$ cat src/rtl/core/tmrd_pkg.sv
`default_nettype none

package tmrd_pkg;

	localparam int HeaderBytes = 12;
	localparam logic [31:0] USEC_PER_SEC = 32'd1000000;

	localparam logic [1:0] KIND_PAYLOAD = 2'd0;
	localparam logic [1:0] KIND_START   = 2'd1;
	localparam logic [1:0] KIND_DELAY   = 2'd2;

	// Work item handed from the front part to the back part.
	typedef struct packed {
		logic        is_header;
		logic [7:0]  data;
		logic        eor;
		logic [31:0] sec;
		logic [31:0] usec;
	} tmrd_item_t;

	typedef struct packed {
		logic [1:0]         kind;
		logic [7:0]         data_byte;
		logic signed [32:0] time_sec;
		logic signed [32:0] time_usec;
		logic               end_of_record;
		logic               usec_out_of_range;
	} tmrd_result_t;

endpackage

`default_nettype wire

$ cat src/rtl/core/tmrd_fifo.sv
`default_nettype none

module tmrd_fifo #(
	parameter int WIDTH = 8,
	parameter int DEPTH = 2
) (
	input  wire logic             clk,
	input  wire logic             arst_n,
	input  wire logic             push,
	input  wire logic [WIDTH-1:0] wdata,
	output logic                  full,
	input  wire logic             pop,
	output logic [WIDTH-1:0]      rdata,
	output logic                  empty
);

	localparam int PW = (DEPTH > 1) ? $clog2(DEPTH) : 1;
	localparam int CW = $clog2(DEPTH + 1);
	localparam logic [PW-1:0] LAST_PTR = PW'(DEPTH - 1);
	localparam logic [CW-1:0] FULL_CNT = CW'(DEPTH);

	logic [WIDTH-1:0] mem_q [DEPTH];
	logic [PW-1:0]    wr_ptr_q;
	logic [PW-1:0]    rd_ptr_q;
	logic [CW-1:0]    count_q;
	logic             do_push;
	logic             do_pop;

	assign full    = (count_q == FULL_CNT);
	assign empty   = (count_q == '0);
	assign do_push = push & ~full;
	assign do_pop  = pop & ~empty;
	assign rdata   = mem_q[rd_ptr_q];

	always_ff @(posedge clk) begin
		if (do_push) begin
			mem_q[wr_ptr_q] <= wdata;
		end
	end

	always_ff @(posedge clk or negedge arst_n) begin
		if (!arst_n) begin
			wr_ptr_q <= '0;
			rd_ptr_q <= '0;
			count_q  <= '0;
		end else begin
			if (do_push) begin
				wr_ptr_q <= (wr_ptr_q == LAST_PTR) ? '0 : wr_ptr_q + 1'b1;
			end
			if (do_pop) begin
				rd_ptr_q <= (rd_ptr_q == LAST_PTR) ? '0 : rd_ptr_q + 1'b1;
			end
			unique case ({do_push, do_pop})
				2'b10:   count_q <= count_q + 1'b1;
				2'b01:   count_q <= count_q - 1'b1;
				default: count_q <= count_q;
			endcase
		end
	end

endmodule

`default_nettype wire

$ cat src/rtl/core/tmrd_front.sv
`default_nettype none

module tmrd_front
	import tmrd_pkg::*;
(
	input  wire logic       clk,
	input  wire logic       arst_n,
	input  wire logic       push,
	input  wire logic [7:0] stream_byte,
	output logic            full,
	input  wire logic       item_full,
	output logic            item_push,
	output tmrd_item_t      item
);

	localparam logic [3:0] LAST_HDR = 4'(HeaderBytes - 1);

	logic [3:0]  hdr_cnt_q;
	logic        in_payload_q;
	logic [31:0] sec_q;
	logic [31:0] usec_q;
	logic [31:0] len_q;
	logic [31:0] remain_q;

	logic        accept;
	logic [31:0] remain_next;
	logic        is_last;
	logic        hdr_done;
	logic [31:0] len_next;

	assign full        = item_full;
	assign accept      = push & ~item_full;
	assign remain_next = remain_q - 32'd1;
	assign is_last     = (remain_next == '0);
	assign hdr_done    = ~in_payload_q & (hdr_cnt_q == LAST_HDR);
	assign len_next    = {stream_byte, len_q[31:8]};

	// Every payload byte and every completed header makes one item for the back part.
	assign item_push      = accept & (in_payload_q | hdr_done);
	assign item.is_header = ~in_payload_q;
	assign item.data      = stream_byte;
	assign item.eor       = in_payload_q & is_last;
	assign item.sec       = sec_q;
	assign item.usec      = usec_q;

	always_ff @(posedge clk or negedge arst_n) begin
		if (!arst_n) begin
			hdr_cnt_q    <= '0;
			in_payload_q <= 1'b0;
			sec_q        <= '0;
			usec_q       <= '0;
			len_q        <= '0;
			remain_q     <= '0;
		end else if (accept) begin
			if (in_payload_q) begin
				remain_q <= remain_next;
				if (is_last) begin
					in_payload_q <= 1'b0;
					hdr_cnt_q    <= '0;
				end
			end else begin
				// Fields arrive least significant byte first.
				priority if (hdr_cnt_q < 4'd4) begin
					sec_q <= {stream_byte, sec_q[31:8]};
				end else if (hdr_cnt_q < 4'd8) begin
					usec_q <= {stream_byte, usec_q[31:8]};
				end else begin
					len_q <= len_next;
				end
				if (hdr_done) begin
					hdr_cnt_q <= '0;
					if (len_next != '0) begin
						in_payload_q <= 1'b1;
						remain_q     <= len_next;
					end
				end else begin
					hdr_cnt_q <= hdr_cnt_q + 4'd1;
				end
			end
		end
	end

endmodule

`default_nettype wire

$ cat src/rtl/core/tmrd_back.sv
`default_nettype none

module tmrd_back
	import tmrd_pkg::*;
(
	input  wire logic       clk,
	input  wire logic       arst_n,
	input  wire tmrd_item_t item,
	input  wire logic       item_empty,
	output logic            item_pop,
	input  wire logic       res_full,
	output logic            res_push,
	output tmrd_result_t    res
);

	logic [31:0] prev_sec_q;
	logic [31:0] prev_usec_q;
	logic        first_q;

	logic        take;
	logic        flag;
	logic [32:0] sec_ext;
	logic [32:0] usec_ext;
	logic [32:0] sec_diff;
	logic [32:0] sec_diff_m1;
	logic [32:0] usec_diff;
	logic [32:0] usec_wrap;
	logic        borrow;

	assign take     = ~item_empty & ~res_full;
	assign item_pop = take;
	assign res_push = take;

	assign sec_ext  = {1'b0, item.sec};
	assign usec_ext = {1'b0, item.usec};
	assign flag     = (item.usec >= USEC_PER_SEC);

	// Both borrow outcomes are formed side by side; the usec sign picks one.
	assign sec_diff    = sec_ext - {1'b0, prev_sec_q};
	assign sec_diff_m1 = sec_ext + ~{1'b0, prev_sec_q};
	assign usec_diff   = usec_ext - {1'b0, prev_usec_q};
	assign usec_wrap   = usec_ext - {1'b0, prev_usec_q} + {1'b0, USEC_PER_SEC};
	assign borrow      = usec_diff[32];

	always_comb begin
		res = '0;
		if (!item.is_header) begin
			res.kind          = KIND_PAYLOAD;
			res.data_byte     = item.data;
			res.end_of_record = item.eor;
		end else if (first_q) begin
			res.kind              = KIND_START;
			res.time_sec          = sec_ext;
			res.time_usec         = usec_ext;
			res.usec_out_of_range = flag;
		end else begin
			res.kind              = KIND_DELAY;
			res.time_sec          = borrow ? sec_diff_m1 : sec_diff;
			res.time_usec         = borrow ? usec_wrap : usec_diff;
			res.usec_out_of_range = flag;
		end
	end

	always_ff @(posedge clk or negedge arst_n) begin
		if (!arst_n) begin
			prev_sec_q  <= '0;
			prev_usec_q <= '0;
			first_q     <= 1'b1;
		end else if (take && item.is_header) begin
			prev_sec_q  <= item.sec;
			prev_usec_q <= item.usec;
			first_q     <= 1'b0;
		end
	end

endmodule

`default_nettype wire

$ cat src/rtl/core/timed_record_deframer.sv
`default_nettype none

// Channel  Direction  Handshake    Payload
// input    in         push / full  stream_byte
// result   out        pop / empty  kind, data_byte, time_sec, time_usec,
//                                  end_of_record, usec_out_of_range
//
// One byte is accepted per cycle while full is low; each item is registered in the item
// queue and its result in the result queue before the result is ready for transfer.
// The front parser's byte-by-byte assembly and the back timing unit's combinational
// 33-bit subtracts set the rate of one byte per cycle while neither queue is full.
// Reset is asynchronous and clears the parser, the previous timestamp and both queues.
// A stalled result side fills the result queue, then the item queue, then raises full.
module timed_record_deframer
	import tmrd_pkg::*;
#(
	parameter int ITEM_DEPTH   = 4,
	parameter int RESULT_DEPTH = 2
) (
	input  wire logic          clk,
	input  wire logic          arst_n,
	input  wire logic          push,
	input  wire logic [7:0]    stream_byte,
	output logic               full,
	output logic               empty,
	input  wire logic          pop,
	output logic [1:0]         kind,
	output logic [7:0]         data_byte,
	output logic signed [32:0] time_sec,
	output logic signed [32:0] time_usec,
	output logic               end_of_record,
	output logic               usec_out_of_range
);

	tmrd_item_t   front_item;
	tmrd_item_t   back_item;
	logic         item_push;
	logic         item_full;
	logic         item_pop;
	logic         item_empty;
	tmrd_result_t back_res;
	tmrd_result_t out_res;
	logic         res_push;
	logic         res_full;

	tmrd_front u_front (
		.clk        (clk),
		.arst_n     (arst_n),
		.push       (push),
		.stream_byte(stream_byte),
		.full       (full),
		.item_full  (item_full),
		.item_push  (item_push),
		.item       (front_item)
	);

	tmrd_fifo #(
		.WIDTH($bits(tmrd_item_t)),
		.DEPTH(ITEM_DEPTH)
	) u_item_fifo (
		.clk   (clk),
		.arst_n(arst_n),
		.push  (item_push),
		.wdata (front_item),
		.full  (item_full),
		.pop   (item_pop),
		.rdata (back_item),
		.empty (item_empty)
	);

	tmrd_back u_back (
		.clk       (clk),
		.arst_n    (arst_n),
		.item      (back_item),
		.item_empty(item_empty),
		.item_pop  (item_pop),
		.res_full  (res_full),
		.res_push  (res_push),
		.res       (back_res)
	);

	tmrd_fifo #(
		.WIDTH($bits(tmrd_result_t)),
		.DEPTH(RESULT_DEPTH)
	) u_result_fifo (
		.clk   (clk),
		.arst_n(arst_n),
		.push  (res_push),
		.wdata (back_res),
		.full  (res_full),
		.pop   (pop),
		.rdata (out_res),
		.empty (empty)
	);

	assign kind              = out_res.kind;
	assign data_byte         = out_res.data_byte;
	assign time_sec          = out_res.time_sec;
	assign time_usec         = out_res.time_usec;
	assign end_of_record     = out_res.end_of_record;
	assign usec_out_of_range = out_res.usec_out_of_range;

endmodule

`default_nettype wire
$ cat config.mk
export PLATFORM = sky130hd
export DESIGN_NAME = timed_record_deframer
export DESIGN_NICKNAME = d
export VERILOG_FILES = /design/src/rtl/core/tmrd_pkg.sv /design/src/rtl/core/tmrd_fifo.sv /design/src/rtl/core/tmrd_front.sv /design/src/rtl/core/tmrd_back.sv /design/src/rtl/core/timed_record_deframer.sv
export SDC_FILE = /design/constraint.sdc
export NUM_CORES = 1
export LEC_CHECK = 0
export ABC_AREA = 0
export ABC_CLOCK_PERIOD_IN_PS = 7500
export BUFFER_PORTS_ARGS = -buffer_cell sky130_fd_sc_hd__buf_4
export CAP_MARGIN = 20
export CORE_MARGIN = 2
export CORE_UTILIZATION = 30
export DETAILED_ROUTE_END_ITERATION = 7
export GPL_ROUTABILITY_DRIVEN = 0
export GPL_TIMING_DRIVEN = 0
export SETUP_SLACK_MARGIN = 0.5
export SLEW_MARGIN = 5
export SYNTH_ARGS = -nofsm -noshare
export SYNTH_HDL_FRONTEND = slang
export SYNTH_HIERARCHICAL = 1
export SYNTH_SLANG_ARGS = --single-unit
$ cat constraint.sdc
create_clock -name clk -period 7.5 [get_ports clk]
set_input_delay 1.875 -clock clk [delete_from_list [all_inputs] [get_ports clk]]
set_output_delay 1.875 -clock clk [all_outputs]
set_load 0.02 [all_outputs]
After elaboration in Yosys (flattened, before gate mapping) --
Memories as Yosys holds them, arrays and structs flattened. Cells that the tools add are included. W data, S select, Z words.
Storage, ports and cells: bits in registers 209, RAM bits 452, memories kept 2, bits of input ports 12, output and inout bits 80, logic and storage cells 105
Memory list:
- u_item_fifo.mem_q | depth 4, width 74, rd ports 1, clocked after Yosys merged registers in 0, wr ports 1, line tmrd_fifo.sv:22 | logic [WIDTH-1:0] mem_q [DEPTH];
- u_result_fifo.mem_q | depth 2, width 78, rd ports 1, clocked after Yosys merged registers in 0, wr ports 1, line tmrd_fifo.sv:22
Cells by class: $lt $le $gt $ge 3, muxes and demuxes 29, add/subtract/negate cells 14, reductions and logical operators 14, bitwise gates (word level) 18, eq/ne operators 10
Operators by type and width (count):
- $mux W66 | 2
- $mux W32 | 3
- $mux W33 | 2
- $sub A32 B32 Y33 | 2
- $add A32 B33 Y33 | 1
- $add A33 B20 Y33 const B | 1
- $not A32 Y33 | 1
- $ge A32 B20 Y1 const B | 1
- $logic_not A32 Y1 | 1
- $reduce_bool A32 Y1 | 1
- $sub A32 B1 Y32 const B | 1
- $mux W1 | 12
- $mux W4 | 3
- $eq A2 B2 Y1 const B | 5
- $and A1 B1 Y1 | 9
- $mux W2 | 4
- $mux W8 | 1
- $reduce_and A4 Y1 | 2
- $reduce_bool A2 Y1 | 4
- $not A1 Y1 | 7
- $add A2 B1 Y2 const B | 3
- $pmux W3 S2 | 1
- $reduce_and A3 Y1 | 2
- $add A4 B1 Y4 const B | 1
- 16 further kinds | 18

Logic depth before layout (Yosys ltp) --
depth in word-level cells 7, mapped depth 29, gate-level depth less buffers 25

Hierarchy --
The synthesis kept the hierarchy.
Modules (own cells, without submodules):
- tmrd_fifo at u_item_fifo | sequential area each 9063.7 um^2, cells an instance 427, area each 11160.7 um^2, instances 1
- tmrd_back | sequential area each 1627.8 um^2, cells an instance 1055, area each 8075.2 um^2, instances 1
- tmrd_front | sequential area each 3128.0 um^2, cells an instance 585, area each 6447.4 um^2, instances 1
- tmrd_fifo at u_result_fifo | sequential area each 4784.6 um^2, cells an instance 261, area each 5858.1 um^2, instances 1

Worst setup path after synthesis --
No wires, ideal clock.
kind reg2reg, from reg u_item_fifo.rd_ptr_q[0], to mem u_result_fifo/mem_q[0][65] (netlist name), data pin, path slack 0.734 ns, arrival time 6.603 ns, buffers on the path 5, stages on the path, launching flop included 28, data required time 7.337 ns, library setup time 0.163 ns, clock period less this slack 6.766 ns, cell sequence dfrtp_1 -> buf_6 -> buf_4 -> mux4_2 -> ha_1 -> clkbuf_1 -> and4_1 -> nand2_1 -> nor2_1 -> nand3_1 -> o2111a_1 -> o31a_1 -> clkbuf_1 -> or4_1 -> clkbuf_1 -> nor4_1 -> xnor2_1 -> ha_1 -> a211o_1 -> a211oi_1 -> a22oi_1 -> a311oi_1 -> nor2_1 -> a41oi_1 -> o21ai_0 -> a41o_1 -> o21a_1 -> a31oi_1
RTL lines:
- start, declared | line tmrd_fifo.sv:24 | logic [PW-1:0] rd_ptr_q;
- start signal, assigned | line tmrd_fifo.sv:51 | rd_ptr_q <= (rd_ptr_q == LAST_PTR) ? '0 : rd_ptr_q + 1'b1;
- end, declared | line tmrd_fifo.sv:22

==> flow_summary.toml <==
[global_routing]
grt_first_pass_wirelength_mm = 119
grt_busiest_layer = "met2"
grt_max_degree = 86
grt_usage_pct = 14.3
use_met1_pct = 20.1
grt_pass1_vias = 19700
grtUsageMet3_pct = 2.85
use_met2_pct = 22.5
antenna_found_initial = 1
grt_overflow = 0

[sta]
rsz0062_at_grt = "no"
finalCritPeriodShare_pct = 91.5
worst_pin_slew_ps = 1150
maxSlewHeadroom_pct = 22.6
worst_slack_ps = 639
min_period_ps = 6860
fmax_mhz = 146
finalSetupViolCount = 0
drv_slew = 0
fin_worst_skew_ps = 26.3
hold_viol = 0

[clock_tree]
cts_buffers = 73
clockBufferDepth = 3
clkTransAtPathRegs_ps = 60
cts.htree.levels = 3
clock-sinks = 653
cts_tree = "done"
hold_buffers = 0
cts-root-buf = "clkbuf_16"
clock_latency_ps = 620

[critical_path]
crit_fanout = 8
r2r_start = "u_item_fifo/rd_ptr_q[0]"
cp.arrival_ps = 7210
timing.rr.end = "u_result_fifo/mem_q[1][66]"
worstPathRequired_ps = 7850
cp_slowest_cell = "or4_2"
crit_buf_inv = 4
crit_path_max_incr_delay_ps = 600
critical-path-top-delay-family = "compound AO/OA/AOI/OAI gates"
rrSetupSlack_ps = 640
reg2reg_depth = 26
critical_path_class = "flop to flop"
endpoint_kind = "flop"
start_kind = "flop"

[synthesis]
yosys.area.top_type = "edfxtp_1"
synthArstFlopShare_pct = 30.8
synth_top_flop_cell = "edfxtp_1"
synth_edf_count = 452
netlist_area_mm2 = 0.0315
syn_area_per_cell_um2 = 13.5
ys_ff_latch = 653
yosys_warnings = 6
synth_top_cell_area_share_pct = 43.0
syn_inst = 2328
synth_nets = 2420
ys_seq_area_share_pct = 59.0
ys_top_cells_by_area = "edfxtp_1, dfrtp_1, mux2_2"
ys_types = 94

[finish]
final_layout_size_suffix_gt1_share_pct = 25.7
fillers = 10100
n_antenna_cell = 0
syn2layout_area_growth_pct = 18.1
nets = 2633
utilization_pct = 35.9
finalNonFillerCells = 3979

[place]
dp.cells = 3809
io_buffers = 91
hpwlAfterDp_mm = 54.2
pre_cts_ws_ps = -1120

[floorplan]
placeableCoreArea_mm2 = 0.104
die_x_um = 328
start_util_pct = 30.3
design.portCount = 92
num_rows = 118
die_area_mm2 = 0.108
fp.dieH_um = 328

[route]
drtIter0Drc = 1507
drc = 0
vias = 20100
routed_wl_mm = 77.9
firstDrtPassIters = 5
wl_per_cell_um = 19.6
drt.antenna.violating_nets = 0
vias_per_cell = 5.04

[hold_path]
min_path_cells = 1
hold_start = "u_result_fifo/count_q[1]"
hold_end = "u_result_fifo/count_q[1]"
min_path_type = "flop to flop"

[outcome]
outcome = "finished, final reports clean"

[flow_run]
drv_cap = 0
## Yosys cell counts, types with 15 or more instances
| cell type | count |
|---|---|
| edfxtp_1 | 452 |
| dfrtp_1 | 200 |
| mux2_2 | 191 |
| nand2_1 | 160 |
| o21ai_0 | 125 |
| a21oi_1 | 95 |
| nor2_1 | 92 |
| clkbuf_1 | 79 |
| ha_1 | 77 |
| mux4_2 | 74 |
| inv_1 | 71 |
| xnor2_1 | 67 |
| xor2_1 | 43 |
| and2_1 | 40 |
| nor3_1 | 37 |
| nor4_1 | 37 |
| a21o_1 | 31 |
| nand3_1 | 29 |
| a31oi_1 | 27 |
| nor2b_1 | 24 |
| nand2b_1 | 21 |
| nand4_1 | 19 |
| o21a_1 | 18 |
| or3_1 | 16 |
| buf_2 | 15 |
| buf_4 | 15 |
## registers in the layout, indices dropped and copies added (netlist names)
| signal | cells |
|---|---|
| u_front/len_q | 24 |
| u_result_fifo/wr_ptr_q | 1 |
| u_result_fifo/mem_q | 156 |
| u_item_fifo/mem_q | 296 |
| u_front/sec_q | 32 |
| u_front/hdr_cnt_q | 4 |
| u_item_fifo/wr_ptr_q | 2 |
| u_item_fifo/count_q | 3 |
| u_front/in_payload_q | 1 |
| u_back/first_q | 1 |
| u_front/remain_q | 32 |
| u_back/prev_sec_q | 32 |
| u_result_fifo/rd_ptr_q | 1 |
| u_result_fifo/count_q | 2 |
| u_item_fifo/rd_ptr_q | 2 |
| u_back/prev_usec_q | 32 |
| u_front/usec_q | 32 |
## layout by cell type (no fill, tap or decap), types with 19 or more instances in the layout
| cell type | synthesis | final |
|---|---|---|
| xor2_1 | 43 | 43 |
| mux4_2 | 74 | 74 |
| ha_1 | 77 | 63 |
| clkbuf_16 | 0 | 75 |
| and2_1 | 40 | 35 |
| nor3_1 | 37 | 36 |
| o21ai_0 | 125 | 119 |
| a21o_1 | 31 | 31 |
| mux2_2 | 191 | 191 |
| nor2b_1 | 24 | 23 |
| a21oi_1 | 95 | 93 |
| nor4_1 | 37 | 33 |
| nand2_1 | 160 | 159 |
| xnor2_1 | 67 | 67 |
| inv_1 | 71 | 71 |
| dfrtp_1 | 200 | 200 |
| nand2b_1 | 21 | 20 |
| buf_4 | 15 | 141 |
| nand4_1 | 19 | 19 |
| nand3_1 | 29 | 29 |
| nor2_1 | 92 | 86 |
| clkbuf_1 | 79 | 88 |
| edfxtp_1 | 452 | 452 |
| a31oi_1 | 27 | 25 |
## worst max-delay path by stage
stage          depth (start not counted)                    endpoint               startpoint
3_5_place_dp                          25  u_result_fifo/mem_q[0][61]  u_item_fifo/rd_ptr_q[1]
3_3_place_gp                          25  u_result_fifo/mem_q[0][61]  u_item_fifo/rd_ptr_q[1]
4_1_cts                               26  u_result_fifo/mem_q[1][66]  u_item_fifo/rd_ptr_q[0]
2_1_floorplan                         27  u_result_fifo/mem_q[0][65]  u_item_fifo/rd_ptr_q[0]
5_1_grt                               26  u_result_fifo/mem_q[0][66]  u_item_fifo/rd_ptr_q[0]
6_report                              26  u_result_fifo/mem_q[1][66]  u_item_fifo/rd_ptr_q[0]
## through the flow
| step | area [um2] | hold WS, ps | TNS (ps) |
|---|---|---|---|
| floorplan | 31500 | 456 | 0 |
| global placement | 34000 | 482 | -24750 |
| detailed placement | 34200 | 485 | -24880 |
| CTS | 36900 | 497 | 0 |
| global route | 37300 | 523 | 0 |
| finish | 37300 | 495 | 0 |
## area by class of cell
cell class              instances  area (um2)  area share, %
well taps                    1380        1730           4.63
clock inverters                31         344          0.923
inverters                      72         270          0.725
multi-input cells            1475       12300           33.0
flip-flops and latches        653       18600           49.9
repair buffers                138        1220           3.28
clock buffers                 102        2010           5.39
plain buffers                 128         791           2.12
## repair_timing
action | in CTS | in global routing
setup endpoints to repair | 54 | 22
gates resized for setup | 62 | 47
gates cloned | 0 | 0
buffers inserted | 18 | 19
pin swaps | 16 | 25
## per-layer routing
metal  wire length (um)  share of wire, %
met5                 10             0.013
met4               1930               2.5
met3               4910               6.3
met2              35700                46
met1              35300                45
## worst register-to-register path, stage by stage, from the launching register on
cell,delay (ps)
dfrtp_1,400
buf_6,150
buf_12,150
mux4_2,380
inv_1,50
ha_2,190
fa_2,400
nand2b_4,160
a21oi_4,170
o21a_4,170
a31oi_2,110
o2111a_2,290
buf_4,150
o31ai_4,300
nand3b_1,230
or4_2,600
xor2_1,220
ha_2,360
a211o_1,340
a211oi_4,310
nor4_2,110
o21a_2,270
o31ai_4,260
a21oi_1,150
a41oi_2,240
nand2b_1,70
a221o_1,360
## cell families (layout without fill, tap and decap cells)
kind of cell / count (synthesis) / after routing / share of synthesized area (%)
and+or+nand+nor: 557 / 557 / 9.66
buffers and inverters: 200 / 471 / 3.10
DFF: 653 / 653 / 59.0
xor gates and xnor gates: 110 / 110 / 3.05
muxes: 285 / 285 / 12.9
AOI/OAI and AO/OA: 443 / 443 / 9.06
adders and majority gates: 80 / 80 / 3.24
Power is not shown: default switching activity piles up to over one toggle a cycle in this logic, so the estimate is an artifact.
